$ cat src/rtl/core/assert_macros.svh
// Assertion macros shared by the parser RTL.
`ifndef ASSERT_MACROS_SVH
`define ASSERT_MACROS_SVH

// Same-cycle implication, checked out of reset.
`define RAP_ASSERT_IMP(lbl, clk, rst_n, ante, cons) \
    lbl: assert property (@(posedge clk) disable iff (!rst_n) (ante) |-> (cons)) \
        else $error("same-cycle check failed");

// Next-cycle implication, checked out of reset.
`define RAP_ASSERT_NXT(lbl, clk, rst_n, ante, cons) \
    lbl: assert property (@(posedge clk) disable iff (!rst_n) (ante) |=> (cons)) \
        else $error("next-cycle check failed");

`endif

$ cat src/rtl/core/rap_pkg.sv
// Shared types and constants of the random access response parser.
package rap_pkg;

    localparam int DEFAULT_NUM_PREAMBLE_IDS = 64;
    localparam int MASK_W                   = 64;
    localparam int SHIFT_W                  = 48;

    // Entry kind codes
    localparam logic [1:0] KIND_BACKOFF = 2'd0;
    localparam logic [1:0] KIND_RAPID   = 2'd1;
    localparam logic [1:0] KIND_RAR     = 2'd2;

    // Last RAR byte index; body bytes 1..6 are shifted in before it
    localparam logic [2:0] BODY_LAST = 3'd7;
    localparam logic [2:0] BODY_NONE = 3'd0;
    localparam logic [2:0] BODY_FIRST = 3'd1;

    typedef struct packed {
        logic [7:0] pdu_byte;
        logic       pdu_start;
    } item_t;

    typedef struct packed {
        logic [1:0]  entry_kind;
        logic [5:0]  preamble_id;
        logic [3:0]  backoff_value;
        logic [11:0] ta_cmd;
        logic [26:0] uplink_grant;
        logic [15:0] temp_rnti;
        logic        last;
    } result_t;

endpackage

$ cat src/rtl/core/rap_in_stage.sv
// Input register stage of the random access response parser.
module rap_in_stage
    import rap_pkg::*;
(
    input  logic       clk,
    input  logic       rst_n,
    input  logic       in_valid,
    output logic       in_stall,
    input  logic [7:0] pdu_byte,
    input  logic       pdu_start,
    input  logic       take,
    output logic       item_valid,
    output item_t      item
);

    logic  valid_reg;
    logic  valid_next;
    item_t item_reg;
    logic  accept;

    // Stall only while a held item cannot move on
    assign in_stall   = valid_reg && !take;
    assign accept     = in_valid && !in_stall;
    assign item_valid = valid_reg;
    assign item       = item_reg;

    // Fill on accept, drain on take
    always_comb
    begin
        valid_next = valid_reg;
        if (accept)
        begin
            valid_next = 1'b1;
        end
        else if (take)
        begin
            valid_next = 1'b0;
        end
    end

    always_ff @(posedge clk or negedge rst_n)
    begin
        if (!rst_n)
        begin
            valid_reg <= 1'b0;
        end
        else
        begin
            valid_reg <= valid_next;
        end
    end

    // Capture the item payload
    always_ff @(posedge clk)
    begin
        if (accept)
        begin
            item_reg.pdu_byte  <= pdu_byte;
            item_reg.pdu_start <= pdu_start;
        end
    end

endmodule

$ cat src/rtl/core/rap_parse.sv
// Parser state, SI mask and result register of the random access response parser.
module rap_parse
    import rap_pkg::*;
#(
    parameter int NUM_PREAMBLE_IDS = DEFAULT_NUM_PREAMBLE_IDS
)
(
    input  logic              clk,
    input  logic              rst_n,
    input  logic              cfg_wr_en,
    input  logic [MASK_W-1:0] cfg_wr_data,
    input  logic              item_valid,
    input  item_t             item,
    output logic              take,
    output logic              out_valid,
    input  logic              out_stall,
    output result_t           result
);

    localparam int IDX_W = (NUM_PREAMBLE_IDS > 1) ? $clog2(NUM_PREAMBLE_IDS) : 1;

    logic [NUM_PREAMBLE_IDS-1:0] mask_reg;

    logic [2:0]         body_index_reg, body_index_next;
    logic               more_reg, more_next;
    logic [5:0]         held_id_reg, held_id_next;
    logic [SHIFT_W-1:0] shift_reg, shift_next;
    logic               pdu_done_reg, pdu_done_next;
    logic               out_valid_reg, out_valid_next;
    result_t            result_reg, result_next;

    logic [2:0]         idx_cur;
    logic               more_cur;
    logic [5:0]         held_cur;
    logic [SHIFT_W-1:0] shift_cur;
    logic               done_cur;
    logic               fire;
    logic               produce;
    logic               rapid_hit;
    logic [7:0]         b;

    // Output slot is free when empty or being taken
    assign take      = !out_valid_reg || !out_stall;
    assign fire      = item_valid && take;
    assign out_valid = out_valid_reg;
    assign result    = result_reg;
    assign b         = item.pdu_byte;

    // SI-request lookup; ids past the mask never hit
    assign rapid_hit = ({1'b0, b[5:0]} < 7'(NUM_PREAMBLE_IDS))
                       && mask_reg[b[IDX_W-1:0]];

    // Parse one byte
    always_comb
    begin
        idx_cur   = body_index_reg;
        more_cur  = more_reg;
        held_cur  = held_id_reg;
        shift_cur = shift_reg;
        done_cur  = pdu_done_reg;
        if (item.pdu_start)
        begin
            idx_cur   = BODY_NONE;
            more_cur  = 1'b0;
            held_cur  = 6'd0;
            shift_cur = '0;
            done_cur  = 1'b0;
        end

        body_index_next = idx_cur;
        more_next       = more_cur;
        held_id_next    = held_cur;
        shift_next      = shift_cur;
        pdu_done_next   = done_cur;
        produce         = 1'b0;
        result_next     = '0;

        if (!done_cur)
        begin
            if (idx_cur == BODY_NONE)
            begin
                more_next = b[7];
                if (!b[6])
                begin
                    produce                   = 1'b1;
                    result_next.entry_kind    = KIND_BACKOFF;
                    result_next.backoff_value = b[3:0];
                    result_next.last          = !b[7];
                end
                else if (rapid_hit)
                begin
                    produce                 = 1'b1;
                    result_next.entry_kind  = KIND_RAPID;
                    result_next.preamble_id = b[5:0];
                    result_next.last        = !b[7];
                end
                else
                begin
                    held_id_next    = b[5:0];
                    shift_next      = '0;
                    body_index_next = BODY_FIRST;
                end
            end
            else if (idx_cur != BODY_LAST)
            begin
                shift_next      = {shift_cur[SHIFT_W-9:0], b};
                body_index_next = idx_cur + 3'd1;
            end
            else
            begin
                produce                  = 1'b1;
                result_next.entry_kind   = KIND_RAR;
                result_next.preamble_id  = held_cur;
                result_next.ta_cmd       = {shift_cur[46:40], shift_cur[39:35]};
                result_next.uplink_grant = {shift_cur[34:32], shift_cur[31:8]};
                result_next.temp_rnti    = {shift_cur[7:0], b};
                result_next.last         = !more_cur;
            end

            // Close the entry and clear the parser
            if (produce)
            begin
                if (!more_next)
                begin
                    pdu_done_next = 1'b1;
                end
                body_index_next = BODY_NONE;
                more_next       = 1'b0;
                held_id_next    = 6'd0;
                shift_next      = '0;
            end
        end

        // Refill or drain the result slot
        out_valid_next = out_valid_reg;
        if (take)
        begin
            out_valid_next = fire && produce;
        end
    end

    // Control state
    always_ff @(posedge clk or negedge rst_n)
    begin
        if (!rst_n)
        begin
            mask_reg       <= '0;
            body_index_reg <= BODY_NONE;
            more_reg       <= 1'b0;
            held_id_reg    <= 6'd0;
            shift_reg      <= '0;
            pdu_done_reg   <= 1'b1;
            out_valid_reg  <= 1'b0;
        end
        else
        begin
            if (cfg_wr_en)
            begin
                mask_reg <= cfg_wr_data[NUM_PREAMBLE_IDS-1:0];
            end
            if (fire)
            begin
                body_index_reg <= body_index_next;
                more_reg       <= more_next;
                held_id_reg    <= held_id_next;
                shift_reg      <= shift_next;
                pdu_done_reg   <= pdu_done_next;
            end
            out_valid_reg <= out_valid_next;
        end
    end

    // Result payload
    always_ff @(posedge clk)
    begin
        if (fire && produce)
        begin
            result_reg <= result_next;
        end
    end

endmodule

$ cat src/rtl/core/random_access_response_parser.sv
// Top level of the random access response parser.
//
// Takes one PDU byte per cycle while in_stall is low and gives one item per
// subheader without a body or per completed 7-byte MAC RAR. An accepted byte
// sits in an input register and is parsed from there when the result slot
// is free; its item, if any, is then loaded into the result register. Bytes
// keep flowing at one per cycle while results are taken; a stalled result
// holds the input register, and with it in_stall, until the result slot
// drains. The user must write the SI mask with cfg_wr_en/cfg_wr_data only
// while the parser is idle; the block itself does not enforce this.
`include "assert_macros.svh"

module random_access_response_parser
    import rap_pkg::*;
#(
    parameter int NUM_PREAMBLE_IDS = DEFAULT_NUM_PREAMBLE_IDS
)
(
    input  logic              clk,
    input  logic              rst_n,
    input  logic              cfg_wr_en,
    input  logic [MASK_W-1:0] cfg_wr_data,
    input  logic              in_valid,
    output logic              in_stall,
    input  logic [7:0]        pdu_byte,
    input  logic              pdu_start,
    output logic              out_valid,
    input  logic              out_stall,
    output logic [1:0]        entry_kind,
    output logic [5:0]        preamble_id,
    output logic [3:0]        backoff_value,
    output logic [11:0]       ta_cmd,
    output logic [26:0]       uplink_grant,
    output logic [15:0]       temp_rnti,
    output logic              last
);

    logic    item_valid;
    item_t   item;
    logic    take;
    result_t result;

    // Input register
    rap_in_stage u_in_stage (
        .clk        (clk),
        .rst_n      (rst_n),
        .in_valid   (in_valid),
        .in_stall   (in_stall),
        .pdu_byte   (pdu_byte),
        .pdu_start  (pdu_start),
        .take       (take),
        .item_valid (item_valid),
        .item       (item)
    );

    // Parser and result register
    rap_parse #(
        .NUM_PREAMBLE_IDS (NUM_PREAMBLE_IDS)
    ) u_parse (
        .clk         (clk),
        .rst_n       (rst_n),
        .cfg_wr_en   (cfg_wr_en),
        .cfg_wr_data (cfg_wr_data),
        .item_valid  (item_valid),
        .item        (item),
        .take        (take),
        .out_valid   (out_valid),
        .out_stall   (out_stall),
        .result      (result)
    );

    // Unpack the result
    assign entry_kind     = result.entry_kind;
    assign preamble_id    = result.preamble_id;
    assign backoff_value  = result.backoff_value;
    assign ta_cmd         = result.ta_cmd;
    assign uplink_grant   = result.uplink_grant;
    assign temp_rnti      = result.temp_rnti;
    assign last           = result.last;

    // RAR-only fields stay zero on subheader-only entries
    `RAP_ASSERT_IMP(a_hdr_zero, clk, rst_n, out_valid && (entry_kind != KIND_RAR), (ta_cmd == 12'd0) && (uplink_grant == 27'd0) && (temp_rnti == 16'd0))
    // Backoff entries carry no preamble id, id entries no backoff
    `RAP_ASSERT_IMP(a_bi_only, clk, rst_n, out_valid && (entry_kind == KIND_BACKOFF), preamble_id == 6'd0)
    `RAP_ASSERT_IMP(a_id_only, clk, rst_n, out_valid && (entry_kind != KIND_BACKOFF), backoff_value == 4'd0)
    // A stalled result keeps the input register stalled once it is full
    `RAP_ASSERT_NXT(a_hold_in, clk, rst_n, out_valid && out_stall && in_valid && !in_stall, in_stall || !out_stall)

endmodule
$ cat config.mk
export PLATFORM = sky130hd
export DESIGN_NAME = random_access_response_parser
export DESIGN_NICKNAME = d
export VERILOG_FILES = /design/src/rtl/core/rap_pkg.sv /design/src/rtl/core/rap_in_stage.sv /design/src/rtl/core/rap_parse.sv /design/src/rtl/core/random_access_response_parser.sv
export VERILOG_INCLUDE_DIRS = /design/src /design/src/rtl/core
export SDC_FILE = /design/constraint.sdc
export NUM_CORES = 1
export LEC_CHECK = 0
export ABC_AREA = 0
export ABC_CLOCK_PERIOD_IN_PS = 4700
export BUFFER_PORTS_ARGS = -buffer_cell sky130_fd_sc_hd__buf_2
export CORE_MARGIN = 2
export CORE_UTILIZATION = 50
export CTS_CLUSTER_DIAMETER = 100
export DETAILED_ROUTE_END_ITERATION = 16
export PLACE_DENSITY_LB_ADDON = 0.25
export SLEW_MARGIN = 20
export SYNTH_ARGS = -nofsm -noshare
export SYNTH_HDL_FRONTEND = slang
export SYNTH_HIERARCHICAL = 1
export SYNTH_SLANG_ARGS = --single-unit
$ cat constraint.sdc
create_clock -name clk -period 4.7 [get_ports clk]
set_clock_uncertainty 0.05 [all_clocks]
set_input_delay 0.94 -clock clk [delete_from_list [all_inputs] [get_ports clk]]
set_output_delay 0.94 -clock clk [all_outputs]
set_load 0.1 [all_outputs]
==> results of run 1 <==
[power breakdown]
group | switching, W | leakage, nW | internal (W)
Combinational | 0.00130 | 1.67 | 0.000341
Clock | 0.000638 | 0.333 | 0.000975
Sequential | 0.000178 | 2.30 | 0.00215
Total | 0.00212 | 4.31 | 0.00347
[layout make-up]
type / count / area share, %
repair buffers: 155 / 8.40
inverters: 6 / 0.230
clock inverters: 9 / 1.01
well taps: 216 / 2.76
multi-input cells: 314 / 26.4
clock buffers: 27 / 5.90
flip-flops and latches: 201 / 55.3
[cell families after synthesis]
kind of cell | share of synthesized area [%]
AO/OA/AOI/OAI | 9.32
AND/OR/NAND/NOR | 8.79
flip-flops | 66.5
adder cells (fa/ha/maj) | 0.307
multiplexers | 13.1
buffers and inverters | 1.98
[cell usage in the layout, fill, tap and decap left out, types with 7 or more instances in the layout]
master / instances
buf_4: 7
mux2_2: 65
nor2_1: 11
edfxtp_1: 77
dfrtp_1: 123
clkbuf_16: 21
nand2_1: 23
o21ai_0: 10
and2_1: 62
a22o_1: 57
a22oi_1: 7
buf_2: 146
mux2i_1: 20
[critical path, stage by stage (launching register included)]
cell and delay [ps]:
edfxtp_1 650, buf_12 260, mux2i_1 110, a22oi_1 220, nand4b_1 130, o22ai_1 190, o21ai_0 220, nand3_1 200
a21oi_1 210, nor2_4 800, buf_4 510
[layer usage]
metal,vias to the layer above,routed length (µm)
met1,2504,7360
met4,0,268
met5,-,0
met3,22,986
met2,161,8040
li1,2350,-
[worst max-delay path by stage]
stage,to,cells past startpoint
after CTS,u_parse/result[50],9
after global routing,u_parse/result[52],9
after global placement,u_parse/result[67],9
after floorplan,u_parse/result[0],9
final,u_parse/result[50],10
after detailed placement,u_parse/result[49],9
[through the flow]
step / utilization [%] / total power [W] / setup slack (ps)
2_1_floorplan: - / 0.00368 / 675
3_3_place_gp: 57.3 / 0.00399 / 897
3_5_place_dp: 57.3 / 0.00401 / 716
4_1_cts: 61.5 / 0.00564 / 722
5_1_grt: 61.7 / 0.00581 / 414
6_report: 61.7 / 0.00559 / 774
==> summary.txt, run 1 <==
Floorplanning
  • Number of standard-cell rows in the floorplan: 46
  • Die ar.: 0.0173 mm²
  • Core Region: 0.0159 mm²
  • Chip Width: 132 µm
  • I/O pin cnt: 148
  • Starting utilization of the core area: about half
  • Die height: about 130 µm

Drt
  • Antenna viol nets, final: 0
  • Routed wire length: 16,700 µm
  • Number of violations reported at the end of detailed-routing iteration 0: roughly 340
  • Wire per inst: 17.9 µm
  • Average vias per placed instance: about 5.4
  • Drt pass-1 iters: 4
  • Vias: 5,037
  • Remaining design rule violation count: 0

Setup path
  • Length in cells of the worst reg-to-reg path: 10
  • Startpoint type of the worst setup path: flop
  • Required time at the endpoint of the critical path: roughly 4800 ps
  • Worst r2r dst: u_parse/result[50]
  • Reg-to-reg setup timing slack: 770 ps
  • Capturing element type of the critical path: flop
  • Worst Path Max Fanout: 36
  • Origin of the worst setup path: u_in_stage/item[1]
  • Data arrival time of the critical path: approximately 4000 ps
  • Worst flop-to-flop path startpoint: u_in_stage/item[1]
  • Setup Crit Path Kind: reg -> reg

Yosys
  • Number of enable-type register cells in the synthesized netlist: 77
  • Post-synthesis cell count: 556
  • Share of synthesized flip-flops with an asynchronous set or reset: 61.7%
  • Yosys warning count: 6
  • Flop and latch count out of synthesis: 201
  • Share of synthesized area occupied by flip-flops and latches: between 60% and 70%
  • Top_reg_cell synth: dfrtp_1
  • Post-synth top area share: 37.8%
  • Number of distinct library cells after synthesis: 45
  • Syn Nets: 636
  • Average instance area after synthesis: 14.6 µm²
  • Most used standard cell by instance count after synthesis: dfrtp_1
  • Cell types with the largest area share after synthesis: dfrtp_1, edfxtp_1, mux2_2
  • Most common library cells after synthesis: dfrtp_1, edfxtp_1, mux2_2
  • Synth area leader: dfrtp_1
  • Syn Std Cell Area: 0.00815 mm²

Layout
  • Summed area of non-filler cells in the final layout: 0.00980 mm²
  • Non-filler instance count after layout: 928
  • Area of the multi-input gates: 0.00259 mm²
  • Seq. cell area: 0.00542 mm²
  • Number of antenna repair diodes: 0
  • Number of flip-flops in the largest register: 68
  • Growth of design area from synthesis to finish: 20.3%
  • Net count of the finished layout: between 700 and 800
  • Filler Cell Count: 1,271
  • Share of cells above drive strength 1: a little under two fifths

STA
  • Hold slack final: 441 ps
  • Final period demand of the worst path: 3930 ps
  • Setup Viol. Count Final: 0
  • Number of max-slew violations in the final report: 0
  • Worst-margin pin slew: around 950 ps
  • Accumulated negative setup slack: 0 ps
  • Maximum achievable frequency: ~0.25 GHz
  • Period utilization: 83.5%
  • Unrepaired setup endpoints after global routing: no
  • Rel. slew slack: 36.3%
  • Final hold violations: 0

Outcome
  • Result of the run: complete, no violations

Global route
  • Initial antenna violation count: 0
  • Met2 track demand over resource: 31.2%
  • Congestion Overflow GR: 0
  • First-pass GRT wire length: 26,800 µm
  • Vias in the first global route: 5,034
  • Top Usage Layer GRT: met2
  • Pin count of the biggest net entering global routing: 62
  • GRT Resource Usage Total: 18.9%
  • Met1 track utilization from global routing: a little over a quarter
  • M3 GR Usage: 3.74%

Clock tree
  • H-tree level count: 1
  • CTS tree: built
  • Clk sink count: ~200
  • Clock transition at the registers of the reported paths: 70 ps
  • Post-cts gate resize count: 0
  • Clock latency reported for the late side of the worst-skew pair: 500 ps
  • Quantity of hold-fixing buffers added after cts: 0
  • Clock buffers created by TritonCTS: 21
  • Bufs on Longest Clock Path: 3
  • Post-CTS setup buffer count: 0
  • CTS root buf: clkbuf_16

Run
  • Max-cap violations: 0

Placed design
  • Detailed Place HPWL: 11,500 µm
  • Placed cell areas: 0.00910 mm²
  • Buffers added on ports: between 100 and 150
  • Routability cong.: 0.847
  • Cell count after placement: between 800 and 900

Min path
  • Class of the worst hold path: in -> async

Pwr
  • Cell leakage power: 4.31 nW
  • Pwr Density: ~570 mW/mm²
  • Maximum vdd drop: between 300 and 400 µV
No activity file was read; power rests on OpenSTA's default activity.
==> run 2: changes to the inputs <==
ABC_CLOCK_PERIOD_IN_PS = 3200   (was 4700)
clock period = 3.2 ns   (was 4.7 ns; I/O delays follow)
==> summary.txt, run 2 (synthesis gave the netlist of run 1 again) <==
STA
  • Number of max-slew violations in the final report: 0
  • Final period demand of the worst path: 2940 ps
  • Accumulated negative setup slack: 0 ps
  • Unrepaired setup endpoints after global routing: no
  • Period utilization: roughly nine tenths
  • Worst-margin pin slew: 655 ps
  • Rel. slew slack: 56.4%
  • Setup Viol. Count Final: 0
  • Final hold violations: 0
  • Maximum achievable frequency: roughly 0.34 GHz

Outcome
  • Result of the run: complete, no violations

Layout
  • Number of flip-flops in the largest register: 68
  • Share of cells above drive strength 1: 38.2%
  • Highest-count cells in the layout ignoring fill and taps: buf_2, dfrtp_1, edfxtp_1, mux2_2, and2_1
  • Growth of design area from synthesis to finish: 21.0%
  • Number of antenna repair diodes: 0
  • Net count of the finished layout: just under 800
  • Filler Cell Count: 1,263
  • Most frequent standard cell in the layout excluding fill and tap cells: buf_2

Setup path
  • Critical-path top delay cell: edfxtp_1
  • Worst Path Max Fanout: 62
  • Capturing element type of the critical path: flop
  • Setup Crit Path Kind: reg -> reg
  • Cell class contributing the biggest share of worst-path delay: multiplexers
  • Critical path buffers and inverters: 1
  • Critical path, cell by cell: mux4_2, mux2_2, or3b_1, o2111ai_2, nand3_1, a21oi_2, nor2_4, buf_12
  • Required time at the endpoint of the critical path: around 3400 ps
  • Largest stage delay on the critical path: 640 ps
  • Startpoint type of the worst setup path: flop
  • Data arrival time of the critical path: roughly 3100 ps

Global route
  • GRT Resource Usage Total: between 10% and 20%
  • Vias in the first global route: 5,122
  • Pin count of the biggest net entering global routing: 63
  • Initial antenna violation count: 0
  • Congestion Overflow GR: 0
  • First-pass GRT wire length: 27,200 µm

Floorplanning
  • I/O pin cnt: around 150
  • Number of standard-cell rows in the floorplan: 46
  • Starting utilization of the core area: 51.3%
  • Core Region: 0.0159 mm²
  • Die ar.: 0.0173 mm²
  • Chip Width: 132 µm
  • Die height: 132 µm

Clock tree
  • Clock latency reported for the late side of the worst-skew pair: ~480 ps
  • CTS tree: built
  • Bufs on Longest Clock Path: 3
  • Clock buffers created by TritonCTS: 21
  • Clock transition at the registers of the reported paths: 60 ps
  • H-tree level count: 1
  • Clk sink count: between 200 and 250
  • CTS root buf: clkbuf_16
  • Post-CTS setup buffer count: 0

Drt
  • Antenna viol nets, final: 0
  • Drt pass-1 iters: 5
  • Routed wire length: 17,100 µm
  • Average vias per placed instance: around 5.4
  • Number of violations reported at the end of detailed-routing iteration 0: between 300 and 400
  • Wire per inst: 18.2 µm
  • Remaining design rule violation count: 0
  • Vias: just over 5,000

Min path
  • Class of the worst hold path: in -> async

Pwr
  • Maximum vdd drop: 442 µV
  • Pwr Density: about 840 mW/mm²
  • Total power: 0.00823 W
  • Cell leakage power: 4.34 nW

Placed design
  • Detailed Place HPWL: between 10,000 and 15,000 µm
  • Routability cong.: 0.806
  • Buffers added on ports: about 150

Run
  • Max-cap violations: 0
==> run 2: per-layer routing <==
metal | GRT usage, % | up-vias | share of wire [%]
met5 | 0 | - | 0
met4 | 5.62 | 0 | 2.5
met3 | 3.78 | 33 | 5.5
met2 | 32.5 | 183 | 49
met1 | 26.5 | 2490 | 43
li1 | - | 2355 | -
==> run 2: final timing paths <==
path / from / endpoint / cells past startpoint / slack [ps]
hold / removal: rst_n / u_parse/mask_reg[49] / 1 / 130
hold reg to reg: u_parse/mask_reg[40] / u_parse/mask_reg[40] / 1 / 450
max in group asynchronous: rst_n / u_parse/mask_reg[47] / 2 / 2060
min in group clk: pdu_byte[2] / u_in_stage/item[3] / 1 / 280
setup reg to reg: u_in_stage/item[2] / u_parse/result[4] / 8 / 260
setup / recovery: u_in_stage/item[2] / u_parse/result[4] / 8 / 260
==> run 2: final cells by class <==
type / count / area, µm² / area share (%)
clock buffers: 26 / 554 / 5.62
clock inverters: 11 / 108 / 1.09
inverters: 6 / 22.5 / 0.228
multi-input cells: 314 / 2600 / 26.3
flip-flops and latches: 201 / 5420 / 55.0
well taps: 216 / 270 / 2.74
repair buffers: 162 / 888 / 9.01
==> run 2: report_power, final <==
part           internal (W)  switching, W
Sequential          0.00317      0.000264
Combinational      0.000535       0.00194
Clock               0.00139      0.000940
Total               0.00509       0.00314
==> run 2: metrics by stage <==
stage	cell area, µm²	util (%)	worst slack (ps)	hold slack, ps	cells
after CTS	9850	62.0	162	153	936
after global routing	9860	62.1	73.8	175	936
final	9860	62.1	258	135	936
after floorplan	8160	-	17.5	294	556
after detailed placement	9190	57.9	206	434	899
after global placement	9190	57.9	272	421	899
==> run 2: repair_timing <==
action | CTS | global route
setup endpoints to repair | 0 | 62
hold buffers | 0 | 0
gates resized for setup | 0 | 1
==> run 3: changes to the inputs <==
--- a/constraint.sdc
+++ b/constraint.sdc
@@ -3,3 +3,3 @@
 set_input_delay 0.64 -clock clk [delete_from_list [all_inputs] [get_ports clk]]
 set_output_delay 0.64 -clock clk [all_outputs]
-set_load 0.1 [all_outputs]
+set_load 0.05 [all_outputs]
==> summary.txt, run 3 (synthesis gave the netlist of run 1 again) <==
Setup path
  • Data arrival time of the critical path: 3070 ps
  • Critical path, cell by cell: nor2b_1, a22oi_1, nand4b_1, nand2_1, o21ai_0, nand3_1, a21oi_1, nor2_4, buf_12
  • Length in cells of the worst reg-to-reg path: 9
  • Required time at the endpoint of the critical path: around 3400 ps
  • Worst Path Max Fanout: between 60 and 70
  • Largest stage delay on the critical path: roughly 550 ps
  • Critical-path top delay cell: edfxtp_1
  • Capturing element type of the critical path: flop
  • Startpoint type of the worst setup path: flop
  • Setup Crit Path Kind: reg -> reg

STA
  • Period utilization: about nine tenths
  • Number of max-slew violations in the final report: 0
  • Hold slack final: 94.9 ps
  • Maximum achievable frequency: 0.342 GHz
  • Final hold violations: 0
  • Final period demand of the worst path: 2920 ps
  • Unrepaired setup endpoints after global routing: no
  • Worst-margin pin slew: slightly below 800 ps
  • Setup Viol. Count Final: 0
  • Rel. slew slack: 47.8%
  • Accumulated negative setup slack: 0 ps

Drt
  • Vias: 5,018
  • Number of violations reported at the end of detailed-routing iteration 0: 350
  • Drt pass-1 iters: 4
  • Routed wire length: 16,600 µm
  • Remaining design rule violation count: 0
  • Average vias per placed instance: around 5.4
  • Antenna viol nets, final: 0
  • Wire per inst: 17.8 µm

Layout
  • Most frequent standard cell in the layout excluding fill and tap cells: buf_2
  • Growth of design area from synthesis to finish: 20.3%
  • Share of cells above drive strength 1: about 38%
  • Number of antenna repair diodes: 0
  • Non-filler instance count after layout: 935
  • Number of flip-flops in the largest register: 68
  • Highest-count cells in the layout ignoring fill and taps: buf_2, dfrtp_1, edfxtp_1, mux2_2, and2_1
  • Net count of the finished layout: 785

Clock tree
  • CTS root buf: clkbuf_16
  • H-tree level count: 1
  • Clk sink count: 201
  • Post-cts gate resize count: 0
  • Clock latency reported for the late side of the worst-skew pair: 490 ps
  • Bufs on Longest Clock Path: 3
  • CTS tree: built
  • Post-CTS setup buffer count: 0
  • Quantity of hold-fixing buffers added after cts: 0
  • Clock buffers created by TritonCTS: 21
  • Clock transition at the registers of the reported paths: 60 ps

Floorplanning
  • Starting utilization of the core area: 51.3%
  • I/O pin cnt: 148
  • Number of standard-cell rows in the floorplan: 46
  • Die height: 132 µm
  • Chip Width: around 130 µm
  • Die ar.: roughly 0.017 mm²
  • Core Region: 0.0159 mm²

Run
  • Max-cap violations: 0

Min path
  • Class of the worst hold path: in -> async

Global route
  • GRT Resource Usage Total: 19.7%
  • Congestion Overflow GR: 0
  • Vias in the first global route: ~5,300
  • First-pass GRT wire length: 27,700 µm
  • Initial antenna violation count: 0
  • Pin count of the biggest net entering global routing: 73

Outcome
  • Result of the run: complete, no violations

Placed design
  • Buffers added on ports: ~150
  • Cell count after placement: around 900
  • Routability cong.: 0.837
  • Detailed Place HPWL: about 11,000 µm

Pwr
  • Maximum vdd drop: 390 µV
  • Cell leakage power: 4.31 nW
  • Total power: roughly 0.0074 W
  • Pwr Density: 754 mW/mm²
run 3: changes by cell type in the layout (fill, tap and decap cells not counted):
cell,delta
a21oi_2,-1
a21oi_1,+1
dfrtp_1,+1
dfrtp_2,-1
clkbuf_8,+1
bufinv_16,-2
buf_4,-1
clkinvlp_4,-1
clkinv_4,-1
clkbuf_1,+2
inv_6,+1
run 3: per-stage QoR:
stage          cell area (µm²)  util (%)  worst slack [ps]
2_1_floorplan             8160         -              17.5
3_3_place_gp              9180      57.8               347
3_5_place_dp              9180      57.8               311
4_1_cts                   9800      61.7               285
5_1_grt                   9800      61.7              66.1
6_report                  9800      61.7               278
run 3: final cells by class:
type	instances	area, µm²
fillers	1265	6090
flip-flops and latches	201	5420
multi-input cells	314	2590
repair buffers	161	881
clock buffers	29	576
well taps	216	270
clock inverters	8	40.0
inverters	6	22.5
run 3: critical path, delay by kind of cell (launching register included):
| family | cells | cell delay (ps) |
|---|---|---|
| and+or+nand+nor | 5 | 960 |
| AOI/OAI and AO/OA | 3 | 810 |
| DFF | 1 | 550 |
| buffers and inverters | 1 | 220 |
run 3: worst paths after layout:
kind	from	to	slack, ps
max	u_in_stage/item[2]	u_parse/result[9]	280
min	rst_n	u_parse/mask_reg[49]	90
max reg2reg	u_in_stage/item[2]	u_parse/result[9]	280
min reg2reg	u_parse/held_id_reg[4]	u_parse/held_id_reg[4]	450
max in group asynchronous	rst_n	u_parse/pdu_done_reg	2180
min in group clk	pdu_byte[3]	u_in_stage/item[4]	280
run 3: power breakdown:
part | switching [W] | internal [W] | total (W) | leakage, nW
registers | 0.000250 | 0.00316 | 0.00341 | 2.30
clock network | 0.000919 | 0.00126 | 0.00217 | 0.305
logic | 0.00126 | 0.000536 | 0.00180 | 1.71
total | 0.00243 | 0.00495 | 0.00739 | 4.31
run 3: metal layers:
metal,up-vias,wire length (µm),track usage [%],part of all wire [%]
li1,2362,-,-,-
met1,2466,7310,27.1,44
met2,154,7800,31.5,47
met3,36,982,4.21,5.9
met4,0,524,6.40,3.2
met5,-,0,0,0
